`config.mk`:
```
export PLATFORM = sky130hd
export DESIGN_NAME = grammar_text_tokenizer
export DESIGN_NICKNAME = d
export VERILOG_FILES = /design/src/design/gtt_pkg.sv /design/src/design/gtt_scan.sv /design/src/design/gtt_outq.sv /design/src/design/grammar_text_tokenizer.sv
export VERILOG_INCLUDE_DIRS = /design/src /design/src/design
export SDC_FILE = /design/constraint.sdc
export NUM_CORES = 1
export LEC_CHECK = 0
export ABC_AREA = 1
export BUFFER_PORTS_ARGS = -buffer_cell sky130_fd_sc_hd__buf_2
export CAP_MARGIN = 40
export CORE_MARGIN = 10
export CORE_UTILIZATION = 58
export CTS_BUF_LIST = sky130_fd_sc_hd__clkbuf_2
export DETAILED_ROUTE_END_ITERATION = 8
export GPL_TIMING_DRIVEN = 0
export HOLD_SLACK_MARGIN = 0.1
export PLACE_DENSITY = 0.79
export SYNTH_ARGS = -nofsm -noshare
export SYNTH_HDL_FRONTEND = slang
export SYNTH_SLANG_ARGS = --single-unit
```
`constraint.sdc`:
```
create_clock -name i_clk -period 4.22 [get_ports i_clk]
set_input_delay 0.422 -clock i_clk [delete_from_list [all_inputs] [get_ports i_clk]]
set_output_delay 0.422 -clock i_clk [all_outputs]
set_load 0.03 [all_outputs]
```
`src/design/assert_macros.svh`:
```
// Assertion macros shared by the tokenizer RTL files.
`ifndef ASSERT_MACROS_SVH
`define ASSERT_MACROS_SVH

`ifndef ASSERT_OFF

`define ASSERT_ALWAYS(lbl, clk, rst, expr) \
    lbl: assert property (@(posedge clk) disable iff (rst) (expr)) \
        else $error("assertion failed: invariant");

`define ASSERT_IMPLY(lbl, clk, rst, ante, cons) \
    lbl: assert property (@(posedge clk) disable iff (rst) (ante) |-> (cons)) \
        else $error("assertion failed: same-cycle implication");

`define ASSERT_NEXT(lbl, clk, rst, ante, cons) \
    lbl: assert property (@(posedge clk) disable iff (rst) (ante) |=> (cons)) \
        else $error("assertion failed: next-cycle implication");

`else

`define ASSERT_ALWAYS(lbl, clk, rst, expr)
`define ASSERT_IMPLY(lbl, clk, rst, ante, cons)
`define ASSERT_NEXT(lbl, clk, rst, ante, cons)

`endif

`endif

```
`src/design/gtt_pkg.sv`:
```
// Types, constants and character classes shared by the tokenizer modules.
`default_nettype none

package gtt_pkg;

    localparam int D_LINE_BITS   = 16;
    localparam int D_COL_BITS    = 16;
    localparam int D_OFFSET_BITS = 20;
    localparam int D_LENGTH_BITS = 16;

    localparam int W_KIND = 4;
    localparam int W_LINE = 16;
    localparam int W_COL  = 16;
    localparam int W_OFF  = 20;
    localparam int W_LEN  = 16;

    localparam int Q_DEPTH = 4;

    localparam logic [W_KIND-1:0] K_END    = 4'd0;
    localparam logic [W_KIND-1:0] K_SYMBOL = 4'd1;
    localparam logic [W_KIND-1:0] K_NUMBER = 4'd2;
    localparam logic [W_KIND-1:0] K_ARROW  = 4'd3;
    localparam logic [W_KIND-1:0] K_LBRACE = 4'd4;
    localparam logic [W_KIND-1:0] K_RBRACE = 4'd5;
    localparam logic [W_KIND-1:0] K_LPAREN = 4'd6;
    localparam logic [W_KIND-1:0] K_RPAREN = 4'd7;
    localparam logic [W_KIND-1:0] K_COLON  = 4'd8;
    localparam logic [W_KIND-1:0] K_BAR    = 4'd9;
    localparam logic [W_KIND-1:0] K_STAR   = 4'd10;
    localparam logic [W_KIND-1:0] K_TILDE  = 4'd11;
    localparam logic [W_KIND-1:0] K_QUOTE  = 4'd12;
    localparam logic [W_KIND-1:0] K_COMMA  = 4'd13;
    localparam logic [W_KIND-1:0] K_ERROR  = 4'd14;
    localparam logic [W_KIND-1:0] K_NONE   = 4'd0;

    localparam logic [7:0] CH_NL     = 8'h0A;
    localparam logic [7:0] CH_SPACE  = 8'h20;
    localparam logic [7:0] CH_HASH   = 8'h23;
    localparam logic [7:0] CH_QUOTE  = 8'h27;
    localparam logic [7:0] CH_LPAREN = 8'h28;
    localparam logic [7:0] CH_RPAREN = 8'h29;
    localparam logic [7:0] CH_STAR   = 8'h2A;
    localparam logic [7:0] CH_COMMA  = 8'h2C;
    localparam logic [7:0] CH_MINUS  = 8'h2D;
    localparam logic [7:0] CH_DOT    = 8'h2E;
    localparam logic [7:0] CH_SLASH  = 8'h2F;
    localparam logic [7:0] CH_COLON  = 8'h3A;
    localparam logic [7:0] CH_GT     = 8'h3E;
    localparam logic [7:0] CH_UNDER  = 8'h5F;
    localparam logic [7:0] CH_LBRACE = 8'h7B;
    localparam logic [7:0] CH_BAR    = 8'h7C;
    localparam logic [7:0] CH_RBRACE = 8'h7D;
    localparam logic [7:0] CH_TILDE  = 8'h7E;

    typedef enum logic [3:0] {
        M_IDLE,
        M_SYMBOL,
        M_NUM_INT,
        M_NUM_FRAC,
        M_MINUS,
        M_MINUS2,
        M_MINUS_DOT,
        M_DOT,
        M_SLASH,
        M_COMMENT,
        M_DISCARD
    } t_mode;

    typedef struct packed {
        logic       cmd;
        logic [7:0] ch;
    } t_in;

    typedef struct packed {
        logic [W_KIND-1:0] kind;
        logic [W_LINE-1:0] tok_line;
        logic [W_COL-1:0]  tok_col;
        logic [W_OFF-1:0]  tok_offset;
        logic [W_LEN-1:0]  tok_length;
        logic              last_of_run;
    } t_out;

    typedef struct packed {
        logic [1:0] count;
        t_out       first;
        t_out       second;
    } t_pair;

    function automatic logic is_digit(input logic [7:0] c);
        return c inside {[8'h30:8'h39]};
    endfunction

    function automatic logic is_alpha(input logic [7:0] c);
        return c inside {[8'h41:8'h5A], [8'h61:8'h7A]};
    endfunction

    function automatic logic is_word(input logic [7:0] c);
        return is_alpha(c) || is_digit(c) || (c == CH_UNDER);
    endfunction

    function automatic logic is_space(input logic [7:0] c);
        return c inside {CH_SPACE, [8'h09:8'h0D]};
    endfunction

    function automatic logic [W_KIND-1:0] punct_kind(input logic [7:0] c);
        logic [W_KIND-1:0] k;
        case (c)
            CH_LBRACE: k = K_LBRACE;
            CH_RBRACE: k = K_RBRACE;
            CH_LPAREN: k = K_LPAREN;
            CH_RPAREN: k = K_RPAREN;
            CH_COLON:  k = K_COLON;
            CH_BAR:    k = K_BAR;
            CH_STAR:   k = K_STAR;
            CH_TILDE:  k = K_TILDE;
            CH_QUOTE:  k = K_QUOTE;
            CH_COMMA:  k = K_COMMA;
            default:   k = K_NONE;
        endcase
        return k;
    endfunction

endpackage

`default_nettype wire

```
`src/design/gtt_scan.sv`:
```
// Scanner: position counters, scan state and up to two tokens per accepted byte.
`default_nettype none
`include "assert_macros.svh"

module gtt_scan #(
    parameter int LINE_BITS   = gtt_pkg::D_LINE_BITS,
    parameter int COL_BITS    = gtt_pkg::D_COL_BITS,
    parameter int OFFSET_BITS = gtt_pkg::D_OFFSET_BITS,
    parameter int LENGTH_BITS = gtt_pkg::D_LENGTH_BITS
) (
    input  logic          i_clk,
    input  logic          i_rst_n,
    input  logic          i_accept,
    input  gtt_pkg::t_in  i_in,
    output gtt_pkg::t_pair o_pair
);
    import gtt_pkg::*;

    t_mode                  r_mode, n_mode;
    logic [LINE_BITS-1:0]   r_line, n_line, r_sline, n_sline;
    logic [COL_BITS-1:0]    r_col, n_col, r_scol, n_scol;
    logic [OFFSET_BITS-1:0] r_off, n_off, r_soff, n_soff;
    logic [LENGTH_BITS-1:0] r_len, n_len;

    logic [7:0]             ch;
    logic                   c_dig, c_dot, c_minus, c_slash, c_gt, c_nl, c_word;
    logic                   id_begin, id_punct, id_err;
    t_mode                  id_mode;
    logic [W_KIND-1:0]      id_kind;
    logic [LENGTH_BITS-1:0] len_inc;

    always_comb begin
        ch       = i_in.ch;
        c_dig    = is_digit(ch);
        c_dot    = (ch == CH_DOT);
        c_minus  = (ch == CH_MINUS);
        c_slash  = (ch == CH_SLASH);
        c_gt     = (ch == CH_GT);
        c_nl     = (ch == CH_NL);
        c_word   = is_word(ch);
        id_kind  = punct_kind(ch);
        id_begin = c_slash || c_minus || c_dot || c_dig || is_alpha(ch) || (ch == CH_UNDER);
        id_punct = (id_kind != K_NONE);
        id_err   = 1'b0;
        if (is_space(ch)) begin
            id_mode = M_IDLE;
        end else if (ch == CH_HASH) begin
            id_mode = M_COMMENT;
        end else if (c_slash) begin
            id_mode = M_SLASH;
        end else if (c_minus) begin
            id_mode = M_MINUS;
        end else if (c_dot) begin
            id_mode = M_DOT;
        end else if (c_dig) begin
            id_mode = M_NUM_INT;
        end else if (c_word) begin
            id_mode = M_SYMBOL;
        end else if (id_punct) begin
            id_mode = M_IDLE;
        end else begin
            id_mode = M_DISCARD;
            id_err  = 1'b1;
        end
        len_inc = (r_len == '1) ? r_len : r_len + LENGTH_BITS'(1);
    end

    // Next state of the scan mode, the token start and the position counters.
    always_comb begin
        logic use_idle;
        logic grow;
        use_idle = 1'b0;
        grow     = 1'b0;
        n_mode   = r_mode;
        n_sline  = r_sline;
        n_scol   = r_scol;
        n_soff   = r_soff;
        n_len    = r_len;
        n_line   = r_line;
        n_col    = r_col;
        n_off    = r_off;
        if (i_accept) begin
            if (i_in.cmd) begin
                n_mode  = M_IDLE;
                n_sline = LINE_BITS'(1);
                n_scol  = COL_BITS'(1);
                n_soff  = '0;
                n_len   = '0;
                n_line  = LINE_BITS'(1);
                n_col   = COL_BITS'(1);
                n_off   = '0;
            end else begin
                case (r_mode)
                    M_IDLE: begin
                        use_idle = 1'b1;
                    end
                    M_SYMBOL: begin
                        if (c_word) grow = 1'b1;
                        else use_idle = 1'b1;
                    end
                    M_NUM_INT: begin
                        if (c_dig) begin
                            grow = 1'b1;
                        end else if (c_dot) begin
                            grow   = 1'b1;
                            n_mode = M_NUM_FRAC;
                        end else begin
                            use_idle = 1'b1;
                        end
                    end
                    M_NUM_FRAC: begin
                        if (c_dig) grow = 1'b1;
                        else use_idle = 1'b1;
                    end
                    M_MINUS: begin
                        grow = 1'b1;
                        if (c_minus) begin
                            n_mode = M_MINUS2;
                        end else if (c_gt) begin
                            n_mode = M_IDLE;
                        end else if (c_dig) begin
                            n_mode = M_NUM_INT;
                        end else if (c_dot) begin
                            n_mode = M_MINUS_DOT;
                        end else begin
                            grow   = 1'b0;
                            n_mode = M_DISCARD;
                        end
                    end
                    M_MINUS2: begin
                        if (c_gt) begin
                            grow   = 1'b1;
                            n_mode = M_IDLE;
                        end else begin
                            n_mode = M_DISCARD;
                        end
                    end
                    M_MINUS_DOT, M_DOT: begin
                        if (c_dig) begin
                            grow   = 1'b1;
                            n_mode = M_NUM_FRAC;
                        end else begin
                            n_mode = M_DISCARD;
                        end
                    end
                    M_SLASH: begin
                        n_mode = c_slash ? M_COMMENT : M_DISCARD;
                    end
                    M_COMMENT: begin
                        if (c_nl) n_mode = M_IDLE;
                    end
                    default: begin
                        n_mode = M_DISCARD;
                    end
                endcase
                if (grow) n_len = len_inc;
                if (use_idle) begin
                    n_mode = id_mode;
                    if (id_begin) begin
                        n_sline = r_line;
                        n_scol  = r_col;
                        n_soff  = r_off;
                        n_len   = LENGTH_BITS'(1);
                    end
                end
                if (c_nl) begin
                    n_line = (r_line == '1) ? r_line : r_line + LINE_BITS'(1);
                    n_col  = COL_BITS'(1);
                end else begin
                    n_col  = (r_col == '1) ? r_col : r_col + COL_BITS'(1);
                end
                n_off = (r_off == '1) ? r_off : r_off + OFFSET_BITS'(1);
            end
        end
    end

    // Results: a held token from the start registers, then one at the current position.
    always_comb begin
        logic                   use_idle;
        logic                   held_v, cur_v;
        logic [W_KIND-1:0]      held_k, cur_k;
        logic [LENGTH_BITS-1:0] held_l;
        logic                   cur_one;
        t_out                   held, cur;
        use_idle = 1'b0;
        held_v   = 1'b0;
        cur_v    = 1'b0;
        held_k   = K_ERROR;
        cur_k    = K_END;
        held_l   = '0;
        cur_one  = 1'b0;
        if (i_accept) begin
            if (i_in.cmd) begin
                case (r_mode)
                    M_SYMBOL: begin
                        held_v = 1'b1;
                        held_k = K_SYMBOL;
                        held_l = r_len;
                        cur_v  = 1'b1;
                    end
                    M_NUM_INT, M_NUM_FRAC: begin
                        held_v = 1'b1;
                        held_k = K_NUMBER;
                        held_l = r_len;
                        cur_v  = 1'b1;
                    end
                    M_MINUS, M_MINUS2, M_MINUS_DOT, M_DOT, M_SLASH: begin
                        held_v = 1'b1;
                    end
                    M_IDLE, M_COMMENT: begin
                        cur_v = 1'b1;
                    end
                    default: begin
                        held_v = 1'b0;
                    end
                endcase
            end else begin
                case (r_mode)
                    M_IDLE: begin
                        use_idle = 1'b1;
                    end
                    M_SYMBOL: begin
                        if (!c_word) begin
                            held_v   = 1'b1;
                            held_k   = K_SYMBOL;
                            held_l   = r_len;
                            use_idle = 1'b1;
                        end
                    end
                    M_NUM_INT: begin
                        if (!c_dig && !c_dot) begin
                            held_v   = 1'b1;
                            held_k   = K_NUMBER;
                            held_l   = r_len;
                            use_idle = 1'b1;
                        end
                    end
                    M_NUM_FRAC: begin
                        if (!c_dig) begin
                            held_v   = 1'b1;
                            held_k   = K_NUMBER;
                            held_l   = r_len;
                            use_idle = 1'b1;
                        end
                    end
                    M_MINUS: begin
                        if (c_gt) begin
                            held_v = 1'b1;
                            held_k = K_ARROW;
                            held_l = len_inc;
                        end else if (!c_minus && !c_dig && !c_dot) begin
                            held_v = 1'b1;
                        end
                    end
                    M_MINUS2: begin
                        held_v = 1'b1;
                        if (c_gt) begin
                            held_k = K_ARROW;
                            held_l = len_inc;
                        end
                    end
                    M_MINUS_DOT, M_DOT: begin
                        held_v = !c_dig;
                    end
                    M_SLASH: begin
                        held_v = !c_slash;
                    end
                    default: begin
                        held_v = 1'b0;
                    end
                endcase
                if (use_idle) begin
                    if (id_punct) begin
                        cur_v   = 1'b1;
                        cur_k   = id_kind;
                        cur_one = 1'b1;
                    end else if (id_err) begin
                        cur_v = 1'b1;
                        cur_k = K_ERROR;
                    end
                end
            end
        end

        held.kind        = held_k;
        held.tok_line    = W_LINE'(r_sline);
        held.tok_col     = W_COL'(r_scol);
        held.tok_offset  = W_OFF'(r_soff);
        held.tok_length  = W_LEN'(held_l);
        held.last_of_run = !cur_v;

        cur.kind         = cur_k;
        cur.tok_line     = W_LINE'(r_line);
        cur.tok_col      = W_COL'(r_col);
        cur.tok_offset   = W_OFF'(r_off);
        cur.tok_length   = cur_one ? W_LEN'(1) : '0;
        cur.last_of_run  = 1'b1;

        o_pair.count  = {1'b0, held_v} + {1'b0, cur_v};
        o_pair.first  = held_v ? held : cur;
        o_pair.second = cur;
    end

    always_ff @(posedge i_clk) begin
        if (!i_rst_n) begin
            r_mode  <= M_IDLE;
            r_line  <= LINE_BITS'(1);
            r_col   <= COL_BITS'(1);
            r_off   <= '0;
            r_sline <= LINE_BITS'(1);
            r_scol  <= COL_BITS'(1);
            r_soff  <= '0;
            r_len   <= '0;
        end else begin
            r_mode  <= n_mode;
            r_line  <= n_line;
            r_col   <= n_col;
            r_off   <= n_off;
            r_sline <= n_sline;
            r_scol  <= n_scol;
            r_soff  <= n_soff;
            r_len   <= n_len;
        end
    end

    `ASSERT_NEXT(a_text_restart, i_clk, !i_rst_n, i_accept && i_in.cmd,
        r_mode == M_IDLE && r_line == LINE_BITS'(1) && r_off == '0)
    `ASSERT_IMPLY(a_discard_quiet, i_clk, !i_rst_n, r_mode == M_DISCARD,
        o_pair.count == 2'd0)
    `ASSERT_NEXT(a_error_stops, i_clk, !i_rst_n,
        i_accept && !i_in.cmd && o_pair.count != 2'd0 && o_pair.first.kind == K_ERROR,
        r_mode == M_DISCARD)

endmodule

`default_nettype wire

```
`src/design/gtt_outq.sv`:
```
// Result queue: takes up to two tokens per cycle and hands out one per transaction.
`default_nettype none
`include "assert_macros.svh"

module gtt_outq (
    input  logic           i_clk,
    input  logic           i_rst_n,
    input  gtt_pkg::t_pair i_pair,
    input  logic           i_out_stall,
    output logic           o_full,
    output logic           o_valid,
    output gtt_pkg::t_out  o_data
);
    import gtt_pkg::*;

    localparam int CW = $clog2(Q_DEPTH + 1);

    t_out          r_q [Q_DEPTH];
    t_out          n_q [Q_DEPTH];
    logic [CW-1:0] r_count, n_count;
    logic          pop;
    logic [CW-1:0] base;

    always_comb begin
        pop     = (r_count != '0) && !i_out_stall;
        base    = r_count - CW'(pop);
        n_count = base + CW'(i_pair.count);
        for (int k = 0; k < Q_DEPTH - 1; k++) begin
            n_q[k] = pop ? r_q[k + 1] : r_q[k];
        end
        n_q[Q_DEPTH - 1] = r_q[Q_DEPTH - 1];
        for (int k = 0; k < Q_DEPTH; k++) begin
            if (i_pair.count != 2'd0 && base == CW'(k)) begin
                n_q[k] = i_pair.first;
            end
            if (i_pair.count == 2'd2 && base + CW'(1) == CW'(k)) begin
                n_q[k] = i_pair.second;
            end
        end
    end

    always_ff @(posedge i_clk) begin
        for (int k = 0; k < Q_DEPTH; k++) begin
            r_q[k] <= n_q[k];
        end
    end

    always_ff @(posedge i_clk) begin
        if (!i_rst_n) begin
            r_count <= '0;
        end else begin
            r_count <= n_count;
        end
    end

    assign o_full  = r_count > CW'(Q_DEPTH - 2);
    assign o_valid = r_count != '0;
    assign o_data  = r_q[0];

    `ASSERT_ALWAYS(a_count_max, i_clk, !i_rst_n, r_count <= CW'(Q_DEPTH))
    `ASSERT_IMPLY(a_push_room, i_clk, !i_rst_n, i_pair.count != 2'd0,
        r_count <= CW'(Q_DEPTH - 2))
    `ASSERT_IMPLY(a_pair_whole, i_clk, !i_rst_n, o_valid && !r_q[0].last_of_run,
        r_count >= CW'(2))

endmodule

`default_nettype wire

```
`src/design/grammar_text_tokenizer.sv`:
```
// Top level of the grammar text tokenizer: scanner followed by the result queue.
// A byte is taken in the cycle it is accepted; its tokens are registered in the result queue.
// One byte per cycle is sustained while tokens are taken and the queue is not full; a
// byte that closes a token and starts a punctuation, error or end token yields two output transactions.
// Input stalls while the four-entry result queue has room for fewer than two tokens.
// Synchronous active-low reset returns the scanner to line 1, column 1, offset 0 and empties the queue.
`default_nettype none

module grammar_text_tokenizer #(
    parameter int LINE_BITS   = gtt_pkg::D_LINE_BITS,
    parameter int COL_BITS    = gtt_pkg::D_COL_BITS,
    parameter int OFFSET_BITS = gtt_pkg::D_OFFSET_BITS,
    parameter int LENGTH_BITS = gtt_pkg::D_LENGTH_BITS
) (
    input  logic          i_clk,
    input  logic          i_rst_n,
    input  logic          i_in_valid,
    output logic          o_in_stall,
    input  gtt_pkg::t_in  i_in_data,
    output logic          o_out_valid,
    input  logic          i_out_stall,
    output gtt_pkg::t_out o_out_data
);
    import gtt_pkg::*;

    logic  accept;
    t_pair pair;
    logic  full;

    assign o_in_stall = full;
    assign accept     = i_in_valid && !full;

    gtt_scan #(
        .LINE_BITS  (LINE_BITS),
        .COL_BITS   (COL_BITS),
        .OFFSET_BITS(OFFSET_BITS),
        .LENGTH_BITS(LENGTH_BITS)
    ) u_scan (
        .i_clk   (i_clk),
        .i_rst_n (i_rst_n),
        .i_accept(accept),
        .i_in    (i_in_data),
        .o_pair  (pair)
    );

    gtt_outq u_outq (
        .i_clk      (i_clk),
        .i_rst_n    (i_rst_n),
        .i_pair     (pair),
        .i_out_stall(i_out_stall),
        .o_full     (full),
        .o_valid    (o_out_valid),
        .o_data     (o_out_data)
    );

endmodule

`default_nettype wire
```
==> metrics.md <==
| Metric | Value |
|---|---|
| Outcome | completed |
| Site row count | 70 |
| Largest net degree at the start of global routing | 46 |
| Max-slew headroom | 0.4466 |
| R2R Setup Slk | 0.07 ns |
| Hold path startpoint | i_in_data[1] |
| Avg WL per Cell | 18.55 um |
| H-tree levels | 3 |
| Routability Congestion | 0.9463 |
| Hold Vio Cnt, Final | 0 |
| First-pass GRT wire length | 102,300 um |
| Max Slew Vio Count | 0 |
| Post-synth EDFFs | 228 |
| Setup CP Type | reg -> reg |
| # setup viols final | 0 |
| Synth async-reset ratio | 0 |
| Die Ht | 212.4 um |
| Worst ir drop on vdd | 0.4691 mV |
| Router iterations before antenna repair | 8 |
| Share of layout cells above drive strength 1 | 0.1470 |
| Mean post-synth cell area | 7.773 um2 |
| Clk buf depth | 3 |
| Startpoint class of the critical path | flop |
| Clk sinks | 419 |
| WP data required | 5.00 ns |
| Post-synth net total | 2,787 |
| Worst hold slack | 0.1969 ns |
| Synth Instances | 2,762 |
| Placed cell area | 22,600 um2 |
| Detailed-route DRC error count | 0 |
| Fmax | 0.2407 GHz |
| FF+latch count, synth | 419 |
| Final clock skew | 0.08141 ns |
| Sequential share of the synthesized area | 0.4970 |
| Total GRT Usage | 0.2845 |
| Number of global-route vias before repair | 19,282 |
| Drt first-iter violations | 2,404 |
| Pwr/cell area | 686.2 nW/um2 |
| Initial antenna violation count | 1 |
| FF-to-FF End | u_outq.r_q[3][61]$_DFFE_PP_ |
| RSZ-0062 raised after global routing | yes |
| Hold depth | 7 |
| Gr ovfl total | 0 |
| Crit path capture type | flop |
| Hold EP | u_scan.r_mode[3]$_SDFFE_PN0P_ |
| Final Power | 16,360 uW |
| Worst stage delay on the critical path | 0.61 ns |
| Antenna viol nets, final | 0 |
| YS warnings | 0 |
| Synth Cell Area | 21,470 um2 |
| Min-Delay Path Class | in -> reg |
| Synth Flop Type | edfxtp_1 |
| Worst-Margin Slew | 0.8301 ns |
| Vias per Instance | 5.808 |
| Core ar. | 36,520 um2 |
| Max-cap violations | 0 |
| Num CTS Buffers | 104 |
| Post-DP HPWL | 46,800 um |
| Period utilization | 0.9843 |
| Worst path slowest cell | clkbuf_1 |
| Io pins | 88 |
| CTS tree | yes |
| Inst Count DP | 3,323 |
| Clock Latency Late Sink | 1.06 ns |
| Die span in x | 212.4 um |
| Die ar. | 45,110 um2 |
| Finished layout cell area | 23,840 um2 |
| IO Port Bufs | 87 |
| CTS root buffer | clkbuf_2 |
| Util after Layout | 0.6529 |
| Drt total wl | 65,490 um |
| Crit path arrival time | 4.94 ns |
| Most used cell, CP | nand2_1 |
| Static Leak | 0.009017 uW |
| Area Growth Syn to Fin | 11.07% |
| Fin nets | 3,001 |
| Clock slew seen by the registers of the worst setup and hold paths | 0.12 ns |
| Reg2reg path depth | 20 |
| Total number of vias | 20,508 |
| Worst-path cell chain | nor2_4 > inv_2 > nor2_2 > nand3_1 > nand2_1 > inv_2 > nand2_4 > nor2_1 > nand2_1 > nand2_2 > inv_4 > buf_6 > buf_6 > ha_1 > nand2_1 > nor2_1 > inv_1 > clkbuf_1 > clkbuf_1 > o21ai_0 |
| Final min period | 4.154 ns |
| Non-filler cells, final | 3,531 |
| Critical R2R Launch | u_scan.r_mode[3]$_SDFFE_PN0P_ |
| Crit-path max FO | 11 |
| Count of cell types in the netlist | 46 |
| Initial Util | 0.5878 |
[sequential cells by signal, summed over array words and instances, names as in the netlist]
signal	flops
u_scan.r_col	16
u_scan.r_off	20
u_scan.r_mode	4
u_scan.r_line	16
u_scan.r_sline	16
u_outq.r_count	3
u_outq.r_q	292
u_scan.r_soff	20
u_scan.r_len	16
u_scan.r_scol	16
[synth_stat cells (2+ instances only)]
cell type  instances  share of area
a211oi_1          11         0.0038
a21oi_1          125          0.029
a221oi_1           2        0.00082
a31oi_1            6         0.0017
and3_1             2        0.00058
buf_1             11         0.0019
buf_2             17         0.0040
buf_4              5         0.0017
buf_6              7         0.0037
clkbuf_1         127          0.022
clkinv_1           3        0.00052
dfxtp_1          191           0.18
edfxtp_1         228           0.32
ha_1              11         0.0064
inv_1            192          0.034
inv_2              7         0.0012
nand2_1          732           0.13
nand2_2            9         0.0026
nand3_1           69          0.016
nand3_2           10         0.0047
nand4_1           25         0.0073
nor2_1           314          0.055
nor2_2             8         0.0023
nor2_4             4         0.0021
nor3_1            51          0.012
nor3_2            13         0.0061
nor4_1             3        0.00087
o211ai_1          34          0.012
o21ai_0          335          0.078
o21ai_1          106          0.025
o21ai_2           51          0.021
o22ai_1           23         0.0067
o31ai_1            3         0.0010
or2_2              3        0.00087
xor2_1            13         0.0053
[cell usage in the layout (no fill, tap or decap), types with 3 or more instances in the layout]
master and count:
nand2_1 732, o21ai_0 333, nor2_1 309, edfxtp_1 228, clkbuf_2 196, dfxtp_1 191, inv_1 190, a21oi_1 125
o21ai_1 108, buf_2 105, clkbuf_1 104, nand3_1 69, o21ai_2 51, nor3_1 49, o211ai_1 34, nand4_1 25
o22ai_1 23, clkinv_1 15, nor2_2 13, nor3_2 13, xor2_1 13, dlygate4sd3_1 12, a211oi_1 11, ha_1 11
nand3_2 10, nand2_2 9, buf_6 9, buf_4 9, inv_2 8, a31oi_1 6, buf_1 6, nor2_4 4
inv_4 4, or2_2 3, o31ai_1 3, nor4_1 3, clkinvlp_4 3, buf_12 3
[per-layer routing]
metal	share of wire	wire, um	global-route usage	up-vias
met4	0.039	2560	0.1361	0
li1	-	-	-	9764
met3	0.10	6706	0.05331	172
met2	0.46	30150	0.4566	1166
met5	0	0	0	-
met1	0.40	26070	0.3644	9406
[critical path, delay by kind of cell, from the launching register on]
family | cells | cell delay [ns]
AOI/OAI and AO/OA | 1 | 0.19
adders and majority gates | 1 | 0.20
buffers and inverters | 8 | 2.06
DFF | 1 | 0.48
and+or+nand+nor | 10 | 0.92
[where the power goes]
| group | internal (uW) | leakage (uW) | total [uW] | switching (uW) |
|---|---|---|---|---|
| clock | 1180 | 0.000769 | 2890 | 1700 |
| combinational | 1950 | 0.00452 | 6940 | 4980 |
| sequential | 6170 | 0.00372 | 6540 | 369 |
| total | 9310 | 0.00902 | 16400 | 7050 |
[cell type report]
| cell class | count | area (um2) |
|---|---|---|
| tap | 468 | 585.6 |
| timing repair buffer | 108 | 684.4 |
| inverter | 203 | 785.8 |
| buffer | 167 | 763.2 |
| clock inverter | 21 | 147.6 |
| clock buffer | 171 | 855.8 |
| antenna | 1 | 2.502 |
| sequential | 419 | 10670 |
| multi-input combinational | 1973 | 9349 |
| fill | 3126 | 12680 |
[logic make-up (layout without fill, tap and decap cells)]
group / Yosys count / after routing / share of synthesized area
adders and majority gates: 12 / 12 / 0.007343
DFF: 419 / 419 / 0.4970
xor gates and xnor gates: 14 / 14 / 0.005712
buffers and inverters: 370 / 670 / 0.06912
other: 0 / 1 / 0
AOI/OAI and AO/OA: 700 / 700 / 0.1804
and+or+nand+nor: 1247 / 1247 / 0.2404
[through the flow]
stage	TNS (ns)	setup WS, ns
6_report	0	0.06619
3_5_place_dp	-150.22	-0.6832
2_1_floorplan	0	0.1256
5_1_grt	-0.4823	-0.07680
4_1_cts	-0.05273	-0.02802
3_3_place_gp	-418.66	-1.704
[worst max path at each step]
stage	start	to	slack, ns	depth (start not counted)
finish	u_scan.r_mode[3]$_SDFFE_PN0P_	u_outq.r_q[3][61]$_DFFE_PP_	0.07	20
global route	u_scan.r_mode[1]$_SDFFE_PN0P_	u_outq.r_q[2][51]$_DFFE_PP_	-0.08	21
CTS	u_scan.r_mode[1]$_SDFFE_PN0P_	u_outq.r_q[1][54]$_DFFE_PP_	-0.03	17
detailed placement	i_in_data[0]	u_outq.r_q[0][68]$_DFFE_PP_	-0.68	19
global placement	i_in_data[0]	u_outq.r_q[1][44]$_DFFE_PP_	-1.70	19
floorplan	i_in_data[0]	u_outq.r_q[1][17]$_DFFE_PP_	0.13	18
[what timing repair did]
item | in CTS | in global routing
hold buffers | 12 | 0
pin swaps | 1 | 1
gates resized for setup | 19 | 39
endpoints found under the hold margin | 84 | 0
endpoints found under the setup margin | 341 | 368
buffers inserted | 1 | 2
(Power assumes the default switching activity.)
